--- src/wcdp_pkg.sv ---
// ----------------------------------------------------------------------------
// wcdp_pkg
// Types, constants and helpers shared by the WebP chunk dimension parser.
// ----------------------------------------------------------------------------
`default_nettype none

package wcdp_pkg;

    localparam int OFFSET_BITS_DEFAULT = 32;

    // result queue
    localparam int RES_DEPTH = 8;
    localparam int RES_PTR_W = $clog2(RES_DEPTH);
    localparam int RES_CNT_W = $clog2(RES_DEPTH + 1);

    // result kinds
    localparam logic [1:0] KIND_DIMS    = 2'd0;
    localparam logic [1:0] KIND_EXIF    = 2'd1;
    localparam logic [1:0] KIND_NO_EXIF = 2'd2;

    // chunk tags, first byte in the high bits
    localparam logic [31:0] TAG_VP8   = 32'h5650_3820;
    localparam logic [31:0] TAG_VP8L  = 32'h5650_384C;
    localparam logic [31:0] TAG_VP8X  = 32'h5650_3858;
    localparam logic [31:0] TAG_EXIF  = 32'h4558_4946;
    // "Exif" as a little-endian word
    localparam logic [31:0] WORD_EXIF = 32'h6669_7845;

    localparam logic [13:0] MASK14 = 14'h3FFF;

    // byte counts per phase
    localparam logic [3:0] HDR_BYTES  = 4'd12;
    localparam logic [3:0] TAG_BYTES  = 4'd4;
    localparam logic [3:0] VP8_BYTES  = 4'd10;
    localparam logic [3:0] VP8L_BYTES = 4'd5;
    localparam logic [3:0] VP8X_BYTES = 4'd10;

    typedef enum logic [2:0] {
        PH_HDR  = 3'd0,
        PH_TAG  = 3'd1,
        PH_SIZE = 3'd2,
        PH_VP8  = 3'd3,
        PH_VP8L = 3'd4,
        PH_VP8X = 3'd5,
        PH_EXIF = 3'd6,
        PH_SKIP = 3'd7
    } phase_t;

    typedef struct packed {
        logic [1:0]  kind;
        logic [24:0] width;
        logic [24:0] height;
        logic [31:0] offset;
        logic        prefixed;
        logic        last;
    } result_t;

    // up to two results from one byte, first in r0
    typedef struct packed {
        logic    v0;
        logic    v1;
        result_t r0;
        result_t r1;
    } push_t;

    // bytes left to skip in a chunk: remaining payload plus the pad byte of an odd size
    function automatic logic [32:0] skip_amount(input logic [31:0] len,
                                                input logic [3:0]  consumed);
        logic [32:0] rest;
        rest = (len > {28'd0, consumed}) ? {1'b0, len - {28'd0, consumed}} : 33'd0;
        return rest + {32'd0, len[0]};
    endfunction

    function automatic result_t make_result(input logic [1:0]  kind,
                                            input logic [24:0] width,
                                            input logic [24:0] height,
                                            input logic [31:0] offset,
                                            input logic        prefixed);
        result_t r;
        r.kind     = kind;
        r.width    = width;
        r.height   = height;
        r.offset   = offset;
        r.prefixed = prefixed;
        r.last     = 1'b0;
        return r;
    endfunction

endpackage

`default_nettype wire

--- src/wcdp_parser.sv ---
// ----------------------------------------------------------------------------
// wcdp_parser
// Input register plus the chunk walker: one byte per cycle in, up to two
// result words per byte out to the result queue.
// ----------------------------------------------------------------------------
`default_nettype none

module wcdp_parser
    import wcdp_pkg::*;
#(
    parameter int OFFSET_BITS = OFFSET_BITS_DEFAULT
)
(
    input  wire logic       clk,
    input  wire logic       rst_n,
    input  wire logic       in_valid,
    input  wire logic [7:0] in_byte,
    input  wire logic       in_start,
    input  wire logic       in_end,
    output push_t           push
);

    logic                   valid_reg;
    logic [7:0]             byte_reg;
    logic                   start_reg;
    logic                   end_reg;

    phase_t                 phase_reg,  phase_next;
    logic [3:0]             count_reg,  count_next;
    logic [31:0]            tag_reg,    tag_next;
    logic [31:0]            len_reg,    len_next;
    logic [32:0]            skip_reg,   skip_next;
    logic [47:0]            fb_reg,     fb_next;
    logic [OFFSET_BITS-1:0] pos_reg,    pos_next;
    logic                   dims_reg,   dims_next;
    logic                   done_reg,   done_next;

    logic [32:0]            amt;
    logic                   pre;
    logic [31:0]            vp8l_bits;
    logic [OFFSET_BITS-1:0] off_w;
    logic [OFFSET_BITS+31:0] off_ext;
    logic [3:0]             cnt_inc;

    // input register
    always_ff @(posedge clk or negedge rst_n)
    begin
        if (!rst_n)
        begin
            valid_reg <= 1'b0;
        end
        else
        begin
            valid_reg <= in_valid;
        end
    end

    always_ff @(posedge clk)
    begin
        if (in_valid)
        begin
            byte_reg  <= in_byte;
            start_reg <= in_start;
            end_reg   <= in_end;
        end
    end

    always_comb
    begin
        phase_next = phase_reg;
        count_next = count_reg;
        tag_next   = tag_reg;
        len_next   = len_reg;
        skip_next  = skip_reg;
        fb_next    = fb_reg;
        pos_next   = pos_reg;
        dims_next  = dims_reg;
        done_next  = done_reg;
        amt        = 33'd0;
        pre        = 1'b0;
        vp8l_bits  = 32'd0;
        off_w      = '0;
        off_ext    = '0;
        cnt_inc    = 4'd0;
        push       = '0;

        if (valid_reg)
        begin
            if (start_reg)
            begin
                phase_next = PH_HDR;
                count_next = 4'd0;
                tag_next   = 32'd0;
                len_next   = 32'd0;
                skip_next  = 33'd0;
                fb_next    = 48'd0;
                pos_next   = '0;
                dims_next  = 1'b0;
                done_next  = 1'b0;
            end

            if (!done_next)
            begin
                fb_next  = {byte_reg, fb_next[47:8]};
                pos_next = pos_next + OFFSET_BITS'(1);
                cnt_inc  = count_next + 4'd1;
                unique case (phase_next)
                    PH_HDR:
                    begin
                        count_next = cnt_inc;
                        if (cnt_inc >= HDR_BYTES)
                        begin
                            count_next = 4'd0;
                            phase_next = PH_TAG;
                        end
                    end
                    PH_TAG:
                    begin
                        tag_next   = {tag_next[23:0], byte_reg};
                        count_next = cnt_inc;
                        if (cnt_inc >= TAG_BYTES)
                        begin
                            count_next = 4'd0;
                            phase_next = PH_SIZE;
                        end
                    end
                    PH_SIZE:
                    begin
                        len_next   = {byte_reg, len_next[31:8]};
                        count_next = cnt_inc;
                        if (cnt_inc >= TAG_BYTES)
                        begin
                            // dispatch on the tag
                            count_next = 4'd0;
                            fb_next    = 48'd0;
                            if (tag_next == TAG_VP8 && !dims_next)
                            begin
                                phase_next = PH_VP8;
                            end
                            else if (tag_next == TAG_VP8L && !dims_next)
                            begin
                                phase_next = PH_VP8L;
                            end
                            else if (tag_next == TAG_VP8X && !dims_next)
                            begin
                                phase_next = PH_VP8X;
                            end
                            else if (tag_next == TAG_EXIF)
                            begin
                                phase_next = PH_EXIF;
                            end
                            else
                            begin
                                amt        = skip_amount(len_next, 4'd0);
                                skip_next  = amt;
                                phase_next = (amt != 33'd0) ? PH_SKIP : PH_TAG;
                            end
                        end
                    end
                    PH_VP8:
                    begin
                        count_next = cnt_inc;
                        if (cnt_inc >= VP8_BYTES)
                        begin
                            push.v0 = 1'b1;
                            push.r0 = make_result(KIND_DIMS,
                                                  {11'd0, fb_next[29:16] & MASK14},
                                                  {11'd0, fb_next[45:32] & MASK14},
                                                  32'd0, 1'b0);
                            dims_next  = 1'b1;
                            amt        = skip_amount(len_next, VP8_BYTES);
                            count_next = 4'd0;
                            skip_next  = amt;
                            phase_next = (amt != 33'd0) ? PH_SKIP : PH_TAG;
                        end
                    end
                    PH_VP8L:
                    begin
                        count_next = cnt_inc;
                        if (cnt_inc >= VP8L_BYTES)
                        begin
                            vp8l_bits = fb_next[47:16];
                            push.v0 = 1'b1;
                            push.r0 = make_result(KIND_DIMS,
                                                  {11'd0, vp8l_bits[13:0]} + 25'd1,
                                                  {11'd0, vp8l_bits[27:14]} + 25'd1,
                                                  32'd0, 1'b0);
                            dims_next  = 1'b1;
                            amt        = skip_amount(len_next, VP8L_BYTES);
                            count_next = 4'd0;
                            skip_next  = amt;
                            phase_next = (amt != 33'd0) ? PH_SKIP : PH_TAG;
                        end
                    end
                    PH_VP8X:
                    begin
                        count_next = cnt_inc;
                        if (cnt_inc >= VP8X_BYTES)
                        begin
                            push.v0 = 1'b1;
                            push.r0 = make_result(KIND_DIMS,
                                                  {1'b0, fb_next[23:0]} + 25'd1,
                                                  {1'b0, fb_next[47:24]} + 25'd1,
                                                  32'd0, 1'b0);
                            dims_next  = 1'b1;
                            amt        = skip_amount(len_next, VP8X_BYTES);
                            count_next = 4'd0;
                            skip_next  = amt;
                            phase_next = (amt != 33'd0) ? PH_SKIP : PH_TAG;
                        end
                    end
                    PH_EXIF:
                    begin
                        count_next = cnt_inc;
                        if (cnt_inc >= TAG_BYTES)
                        begin
                            pre     = (fb_next[47:16] == WORD_EXIF);
                            // TIFF header sits after the prefix and its two pad bytes
                            off_w   = pos_next - OFFSET_BITS'(4)
                                      + (pre ? OFFSET_BITS'(6) : OFFSET_BITS'(0));
                            off_ext = {32'd0, off_w};
                            push.v0 = 1'b1;
                            push.r0 = make_result(KIND_EXIF, 25'd0, 25'd0,
                                                  off_ext[31:0], pre);
                            done_next = 1'b1;
                        end
                    end
                    PH_SKIP:
                    begin
                        if (skip_next != 33'd0)
                        begin
                            skip_next = skip_next - 33'd1;
                        end
                        if (skip_next == 33'd0)
                        begin
                            phase_next = PH_TAG;
                        end
                    end
                endcase
            end

            if (end_reg)
            begin
                if (!done_next)
                begin
                    if (phase_next == PH_EXIF)
                    begin
                        off_w   = pos_next - OFFSET_BITS'(count_next);
                        off_ext = {32'd0, off_w};
                        push.r1 = make_result(KIND_EXIF, 25'd0, 25'd0,
                                              off_ext[31:0], 1'b0);
                    end
                    else
                    begin
                        push.r1 = make_result(KIND_NO_EXIF, 25'd0, 25'd0,
                                              32'd0, 1'b0);
                    end
                    // end-of-file result follows a dimension result if there is one
                    if (push.v0)
                    begin
                        push.v1 = 1'b1;
                    end
                    else
                    begin
                        push.v0 = 1'b1;
                        push.r0 = push.r1;
                        push.r1 = '0;
                    end
                end
                phase_next = PH_HDR;
                count_next = 4'd0;
                tag_next   = 32'd0;
                len_next   = 32'd0;
                skip_next  = 33'd0;
                fb_next    = 48'd0;
                pos_next   = '0;
                dims_next  = 1'b0;
                done_next  = 1'b0;
            end

            // mark the final word of this byte
            if (push.v1)
            begin
                push.r1.last = 1'b1;
            end
            else if (push.v0)
            begin
                push.r0.last = 1'b1;
            end
        end
    end

    always_ff @(posedge clk or negedge rst_n)
    begin
        if (!rst_n)
        begin
            phase_reg <= PH_HDR;
            count_reg <= 4'd0;
            tag_reg   <= 32'd0;
            len_reg   <= 32'd0;
            skip_reg  <= 33'd0;
            fb_reg    <= 48'd0;
            pos_reg   <= '0;
            dims_reg  <= 1'b0;
            done_reg  <= 1'b0;
        end
        else
        begin
            phase_reg <= phase_next;
            count_reg <= count_next;
            tag_reg   <= tag_next;
            len_reg   <= len_next;
            skip_reg  <= skip_next;
            fb_reg    <= fb_next;
            pos_reg   <= pos_next;
            dims_reg  <= dims_next;
            done_reg  <= done_next;
        end
    end

endmodule

`default_nettype wire

--- src/wcdp_result_fifo.sv ---
// ----------------------------------------------------------------------------
// wcdp_result_fifo
// Result queue: takes up to two words a cycle, hands out one.
// ----------------------------------------------------------------------------
`default_nettype none

module wcdp_result_fifo
    import wcdp_pkg::*;
(
    input  wire logic           clk,
    input  wire logic           rst_n,
    input  wire push_t          push,
    input  wire logic           pop,
    output result_t             head,
    output logic                nonempty,
    output logic [RES_CNT_W-1:0] count
);

    result_t                mem [RES_DEPTH];
    logic [RES_PTR_W-1:0]   wr_ptr_reg, wr_ptr_next;
    logic [RES_PTR_W-1:0]   rd_ptr_reg, rd_ptr_next;
    logic [RES_CNT_W-1:0]   count_reg,  count_next;
    logic [RES_PTR_W-1:0]   wr_ptr_plus1;

    assign wr_ptr_plus1 = wr_ptr_reg + RES_PTR_W'(1);

    always_comb
    begin
        wr_ptr_next = wr_ptr_reg + RES_PTR_W'(push.v0) + RES_PTR_W'(push.v1);
        rd_ptr_next = rd_ptr_reg + RES_PTR_W'(pop);
        count_next  = count_reg + RES_CNT_W'(push.v0) + RES_CNT_W'(push.v1)
                      - RES_CNT_W'(pop);
    end

    always_ff @(posedge clk)
    begin
        if (push.v0)
        begin
            mem[wr_ptr_reg] <= push.r0;
        end
        if (push.v1)
        begin
            mem[wr_ptr_plus1] <= push.r1;
        end
    end

    always_ff @(posedge clk or negedge rst_n)
    begin
        if (!rst_n)
        begin
            wr_ptr_reg <= '0;
            rd_ptr_reg <= '0;
            count_reg  <= '0;
        end
        else
        begin
            wr_ptr_reg <= wr_ptr_next;
            rd_ptr_reg <= rd_ptr_next;
            count_reg  <= count_next;
        end
    end

    assign head     = mem[rd_ptr_reg];
    assign nonempty = (count_reg != '0);
    assign count    = count_reg;

endmodule

`default_nettype wire

--- src/webp_chunk_dimension_parser.sv ---
// ----------------------------------------------------------------------------
// webp_chunk_dimension_parser
// WebP chunk walker: reports image dimensions and the EXIF payload offset.
// ----------------------------------------------------------------------------
// Usage:
//   Input stream (s_*) carries one file byte per word. s_tuser marks the
//   first byte of a file and restarts the parse; s_tlast marks the last byte.
//   Output stream (m_*) carries result words: m_tuser is the kind (dimensions,
//   EXIF found, end of file without EXIF), m_tlast flags the last word that a
//   given input byte caused. One byte can cause up to two words.
//   Timing: an accepted byte is parsed while it sits in the input register;
//   its result words are queued at the next edge and then show on m_* from
//   the queue. Throughput: one byte per cycle while s_tready is high; the
//   parse of a byte is a single pass of small logic between the input
//   register and the 8-word result queue.
//   Stall: while the receiver holds off, results wait in the queue and bytes
//   are still taken; s_tready drops once five or more words are queued.
//   Reset: rst_n clears the parse state and empties the queue; the next byte
//   is taken as the first of a file.
// ----------------------------------------------------------------------------
`default_nettype none

module webp_chunk_dimension_parser
    import wcdp_pkg::*;
#(
    parameter int OFFSET_BITS = OFFSET_BITS_DEFAULT
)
(
    input  wire logic        clk,
    input  wire logic        rst_n,
    input  wire logic        s_tvalid,
    output logic             s_tready,
    input  wire logic [7:0]  s_tdata,   // [7:0] data_byte
    input  wire logic        s_tuser,   // file_start
    input  wire logic        s_tlast,   // file_end
    output logic             m_tvalid,
    input  wire logic        m_tready,
    // [24:0] image_width, [49:25] image_height, [81:50] exif_offset,
    // [82] exif_prefixed, [87:83] zero
    output logic [87:0]      m_tdata,
    output logic [1:0]       m_tuser,   // result_kind
    output logic             m_tlast    // end_of_run
);

    push_t                  push;
    result_t                head;
    logic                   nonempty;
    logic [RES_CNT_W-1:0]   count;
    logic                   in_accept;

    // room for the byte in the input register and the new one, two words each
    assign s_tready  = (count <= RES_CNT_W'(RES_DEPTH - 4));
    assign in_accept = s_tvalid && s_tready;

    wcdp_parser #(
        .OFFSET_BITS (OFFSET_BITS)
    ) u_parser (
        .clk      (clk),
        .rst_n    (rst_n),
        .in_valid (in_accept),
        .in_byte  (s_tdata),
        .in_start (s_tuser),
        .in_end   (s_tlast),
        .push     (push)
    );

    wcdp_result_fifo u_fifo (
        .clk      (clk),
        .rst_n    (rst_n),
        .push     (push),
        .pop      (m_tvalid && m_tready),
        .head     (head),
        .nonempty (nonempty),
        .count    (count)
    );

    assign m_tvalid = nonempty;
    assign m_tdata  = {5'd0, head.prefixed, head.offset, head.height, head.width};
    assign m_tuser  = head.kind;
    assign m_tlast  = head.last;

endmodule

`default_nettype wire

--- config.mk ---
export PLATFORM = sky130hd
export DESIGN_NAME = webp_chunk_dimension_parser
export DESIGN_NICKNAME = d
export VERILOG_FILES = /design/src/wcdp_pkg.sv /design/src/wcdp_parser.sv /design/src/wcdp_result_fifo.sv /design/src/webp_chunk_dimension_parser.sv
export SDC_FILE = /design/constraint.sdc
export NUM_CORES = 2
export LEC_CHECK = 0
export BUFFER_PORTS_ARGS = -buffer_cell sky130_fd_sc_hd__buf_2
export CELL_PAD_IN_SITES_DETAIL_PLACEMENT = 0
export CELL_PAD_IN_SITES_GLOBAL_PLACEMENT = 2
export CORE_MARGIN = 5
export CORE_UTILIZATION = 45
export DETAILED_ROUTE_END_ITERATION = 7
export GPL_TIMING_DRIVEN = 0
export HOLD_SLACK_MARGIN = 0.03
export PLACE_DENSITY_LB_ADDON = 0.1
export SYNTH_ARGS = -nofsm -noshare
export SYNTH_HDL_FRONTEND = slang
export SYNTH_SLANG_ARGS = --single-unit
export TNS_END_PERCENT = 100
--- constraint.sdc ---
create_clock -name clk -period 22.2 [get_ports clk]
set_clock_uncertainty 0.2 [all_clocks]
set_input_delay 2.22 -clock clk [delete_from_list [all_inputs] [get_ports clk]]
set_output_delay 2.22 -clock clk [all_outputs]
set_load 0.02 [all_outputs]
; After elaboration in Yosys (flattened, before gate mapping)
; Memories as Yosys holds them, arrays and structs flattened.
; Cells that the tools add are included.
; W data, S select, Z words.
[word_totals]
ff_bits = 199
ram_bits = 688
in_bits = 14
out_inout_bits = 93
n_memories = 1
[memory_table]
columns = name, words, word_bits, rd, rd_ports_with_merged_regs, write_ports, line_no
row1 = u_fifo.mem, 8, 86, 1, 0, 2, wcdp_result_fifo.sv:19  ; result_t mem [RES_DEPTH];
[op_classes]
n_addsub = 22
magnitude_cmp = 8
n_eq_ne = 13
n_mux = 109
reduce_logical = 15
[op_table]
columns = operator, n
row1 = $mux W174, 4
row2 = $mux W32, 18
row3 = $mux W33, 15
row4 = $pmux W86 S4, 1
row5 = $mux W48, 6
row6 = $mux W172, 1
row7 = $mux W86, 2
row8 = $mux W84, 2
row9 = $eq A32 B31 Y1 const B, 5
row10 = $pmux W33 S4, 1
row11 = $reduce_bool A33 Y1, 4
row12 = $add A33 B1 Y33, 3
row13 = $mux W85, 1
row14 = $mux W73, 1
row15 = $sub A32 B3 Y32 const B, 2
row16 = $mux W3, 19
row17 = $add A24 B1 Y25 const B, 2
row18 = $mux W4, 9
row19 = $logic_not A33 Y1, 1
row20 = $sub A33 B1 Y33 const B, 1
row21 = $add A32 B1 Y32 const B, 1
row22 = $add A32 B32 Y32, 1
row23 = $gt A32 B1 Y1 const B, 1
row24 = $gt A32 B3 Y1 const B, 1
row25 = other kinds (25), 65

; Logic depth before layout (Yosys ltp)
[logic_depth]
ltp_word = 27
mapped_depth = 36
mapped_depth_nobuf = 25

; Hierarchy
; A second synthesis with hierarchy kept.
[unflattened]
cells_unflattened = 4683
area_unflattened_um2 = 55767.2
[modules_own_cells]
columns = module, n_inst, cells_each, area_per_inst_um2, seq_area_each_um2
row1 = wcdp_result_fifo, 1, 1823, 34533.1, 20910.1
row2 = wcdp_parser, 1, 2850, 21162.8, 4779.6
row3 = webp_chunk_dimension_parser, 1, 10, 71.3, 0.0

; Worst setup path after synthesis
; Ideal clock, no wire load.
[synth_timing]
kind = reg-to-reg
startpoint = register u_parser.start_reg
endpoint = memory u_fifo.mem[0][33] in the netlist's numbering (data pin)
setup_ns = 0.274
t_arrival_ns = 8.070
setup_slack_ns = 13.657
path_stages_with_launch = 35
n_path_buf = 11
synth_period_minus_slack_ns = 8.543
path_cell_list = edfxtp_1 buf_2 clkinv_1 clkbuf_1 clkbuf_1 clkbuf_1 clkbuf_1 clkbuf_1 clkbuf_1 clkbuf_1 buf_1 buf_1 nand2_1 inv_1 ha_1 xnor2_1 nor3_1 nor3_1 nor2_1 or2_2 o21ai_0 o22a_1 ha_1 nor2b_1 o21a_1 o21ai_0 nand4_1 nor4_1 nand4_1 or2_2 clkbuf_1 nor4_1 xor2_1 a22oi_1 nor2_1
[synth_rtl]
columns = element, line_no
row1 = from (decl), wcdp_parser.sv:25  ; logic start_reg;
row2 = from (signal assigned), wcdp_parser.sv:63  ; start_reg <= in_start;
row3 = to (decl), wcdp_result_fifo.sv:19

==> impl_results.md <==
- Status: complete, no violations
- Number of synthesized flops with an enable pin: 290
- CP top delay family: buffers and inverters
- Worst Setup End Kind: register
- Port Buf Inserts: 101
- Min Hold Slack: 0.2489 ns
- Number of global-route vias before repair: 41565
- Clock-pin slew on the worst setup and hold paths: 0.06 ns
- CP bufs+invs: 14
- Cts bufs inserted: 100
- Setup-failing EPs final: 0
- Register area share after synthesis: 44.37%
- First-pass GRT wire length: 293400 um
- Clk root buf: clkbuf_16
- Final WS setup: 4.935 ns
- Yosys warns: 0
- Number of library cell types mapped by synthesis: 91
- # clock sinks: 887
- Cell row count: 120
- RSZ-0062 raised after global routing: no
- Hold Crit Class: reg2reg
- Total power: 5.432 mW
- Final #Nets: 5378
- Commonest register cell after synthesis: dfxtp_1
- Drt first-iter violations: 4597
- Post-Place Setup Slack: 5.717 ns
- Largest net degree at the start of global routing: 75
- Max Cap Viol: 0
- Mapped cell area: 48700 sq um
- CP Launch Type: register
- GRT Total Usage: 34.18%
- Final non-filler cell total: 6782
- Placed cells: 6596
- Worst vdd ir: 0.06640 mV
- Ys async rst share: 21.31%
- Gr ovfl total: 0
- Max reg flops: 688
- Worst slew pin tran: 1.463 ns
- Max Clock Freq: 57.92 MHz
- WP data arrival: 17.47 ns
- Power Dens Cells: 99.26 nW/um^2
- H-tree depth: 3
- DRT Wirelength: 202800 um
- Final worst path period share: 77.77%
- Multi-input gate area: 25270 sq um
- Postcts setup bufs: 0
- Final Slew Violations: 0
- Via count: 43280
- Crit Path Category: reg2reg
- Final Hold Viols: 0
- Post-layout util: 50.98%
- Clock Path Buffers: 3
- Fillers: 10155
- DR DRC count: 0
- Slowest cell on crit path: clkbuf_1
- Commonest non-fill, non-tap cell in the layout: nand2_1
- Worst Setup SP: u_parser.start_reg
- Critical Path Fanout Max: 10
- Ant. Diodes: 0
- Most used cell, CP: clkbuf_1
- Fin area: 54730 sq um
- Share of post-route cells with drive strength above 1: 11.81%
- I/O Pins: 107
- Initial antenna violation count: 7
- Post-CTS sizing: 0
- Req. time, crit path: 22.40 ns
- Drt wl/cell: 29.90 um
- Most frequent cells in the layout: nand2_1, nor2_1, dfxtp_1
- Die X: 339.0 um
- Starting Density: 45.36%
- Leak: 19.58 nW
- Placement Cell Area: 51310 sq um
- TritonRoute pass-1 iters: 6
- Final antenna-violating net count: 0
- Core ar.: 107400 sq um
- Storage cell area: 21610 sq um
- Die height: 339.0 um
- Period minus WS final: 17.27 ns
- TritonCTS clock tree: yes
- Avg Cell Area, Syn: 9.605 sq um
- Final setup TNS: 0 ns
- Die area: 114900 sq um
- Vias/cell: 6.382
- Syn Inst Count: 5070
- Detailed placement HPWL: 149900 um
- Worst r2r src: u_parser.start_reg
- Slew margin rel.: 2.442%
- Hold_sp: u_fifo.mem[7][75]
- CP peak stage delay: 1.13 ns
- # hold bufs at CTS: 0
- Worst skew pair latency: 0.72 ns
- Placer Congestion: 1.020
- Layout area overhead: 12.38%
- FF+latch count, synth: 887
Yosys cell counts (34+ instances only):
cell type | count | area share [%]
nand2_1 | 584 | 4.5
nor2_1 | 518 | 4.0
dfxtp_1 | 408 | 17
o21ai_0 | 394 | 4.0
clkbuf_1 | 322 | 2.5
edfxtp_1 | 290 | 18
a22o_1 | 247 | 4.4
nand3_1 | 238 | 2.4
dfrtp_1 | 189 | 9.7
xnor2_1 | 178 | 3.2
mux4_2 | 172 | 8.0
a21oi_1 | 144 | 1.5
xor2_1 | 104 | 1.9
nor3_1 | 97 | 1.0
inv_1 | 91 | 0.70
mux2_2 | 90 | 2.1
nor4_1 | 70 | 0.90
nor2b_1 | 65 | 0.84
ha_1 | 61 | 1.6
and2_1 | 56 | 0.72
nand4_1 | 45 | 0.58
o22ai_1 | 43 | 0.55
and3_1 | 40 | 0.51
or3_1 | 36 | 0.46
buf_1 | 34 | 0.26
where the power goes:
| group | internal [mW] | switching, mW | leakage, nW |
|---|---|---|---|
| registers | 1.76 | 0.0651 | 8.32 |
| clock network | 1.00 | 0.715 | 1.65 |
| logic | 0.574 | 1.32 | 9.61 |
| total | 3.33 | 2.10 | 19.6 |
kinds of logic after synthesis:
family	count (synthesis)	synth area share, %
multiplexers	281	10.43
AO/OA/AOI/OAI	1170	16.16
XOR/XNOR	282	5.072
adder cells (fa/ha/maj)	66	1.773
other	1	0.007701
flip-flops	887	44.37
buffers and inverters	487	3.898
AND/OR/NAND/NOR	1896	18.29
cell type report:
class                           instances  share of cell area (%)
Tap cell                             1403                   3.208
Timing Repair Buffer                  121                   1.507
Inverter                               95                  0.6516
Clock inverter                         36                  0.8459
Clock buffer                          147                   5.320
Multi-Input combinational cell       3701                   46.17
Buffer                                392                   2.823
Sequential cell                       887                   39.48
worst paths after layout:
| check | to | slack [ns] | depth (start not counted) |
|---|---|---|---|
| setup / recovery | u_fifo.mem[5][26] | 4.93 | 36 |
| hold / removal | u_fifo.mem[7][75] | 0.25 | 2 |
| hold reg to reg | u_fifo.mem[7][75] | 0.25 | 2 |
| min in group asynchronous | u_parser.skip_reg[8] | 1.22 | 1 |
| max in group asynchronous | u_parser.fb_reg[19] | 19.73 | 2 |
| setup reg to reg | u_fifo.mem[5][26] | 4.93 | 36 |
worst min-delay path, cell delays in order, from the launching register on:
cell and delay (ns):
dfxtp_1 0.32, nand2_1 0.04, o21ai_0 0.05
routing by layer:
metal,vias to the layer above,global-route usage (%),routed length [um]
met3,461,6.097,16280
met4,0,14.98,10430
met5,-,0,0
met1,21700,46.17,84630
li1,19094,-,-
met2,2025,54.16,91440
No activity file was read; power rests on OpenSTA's default activity.
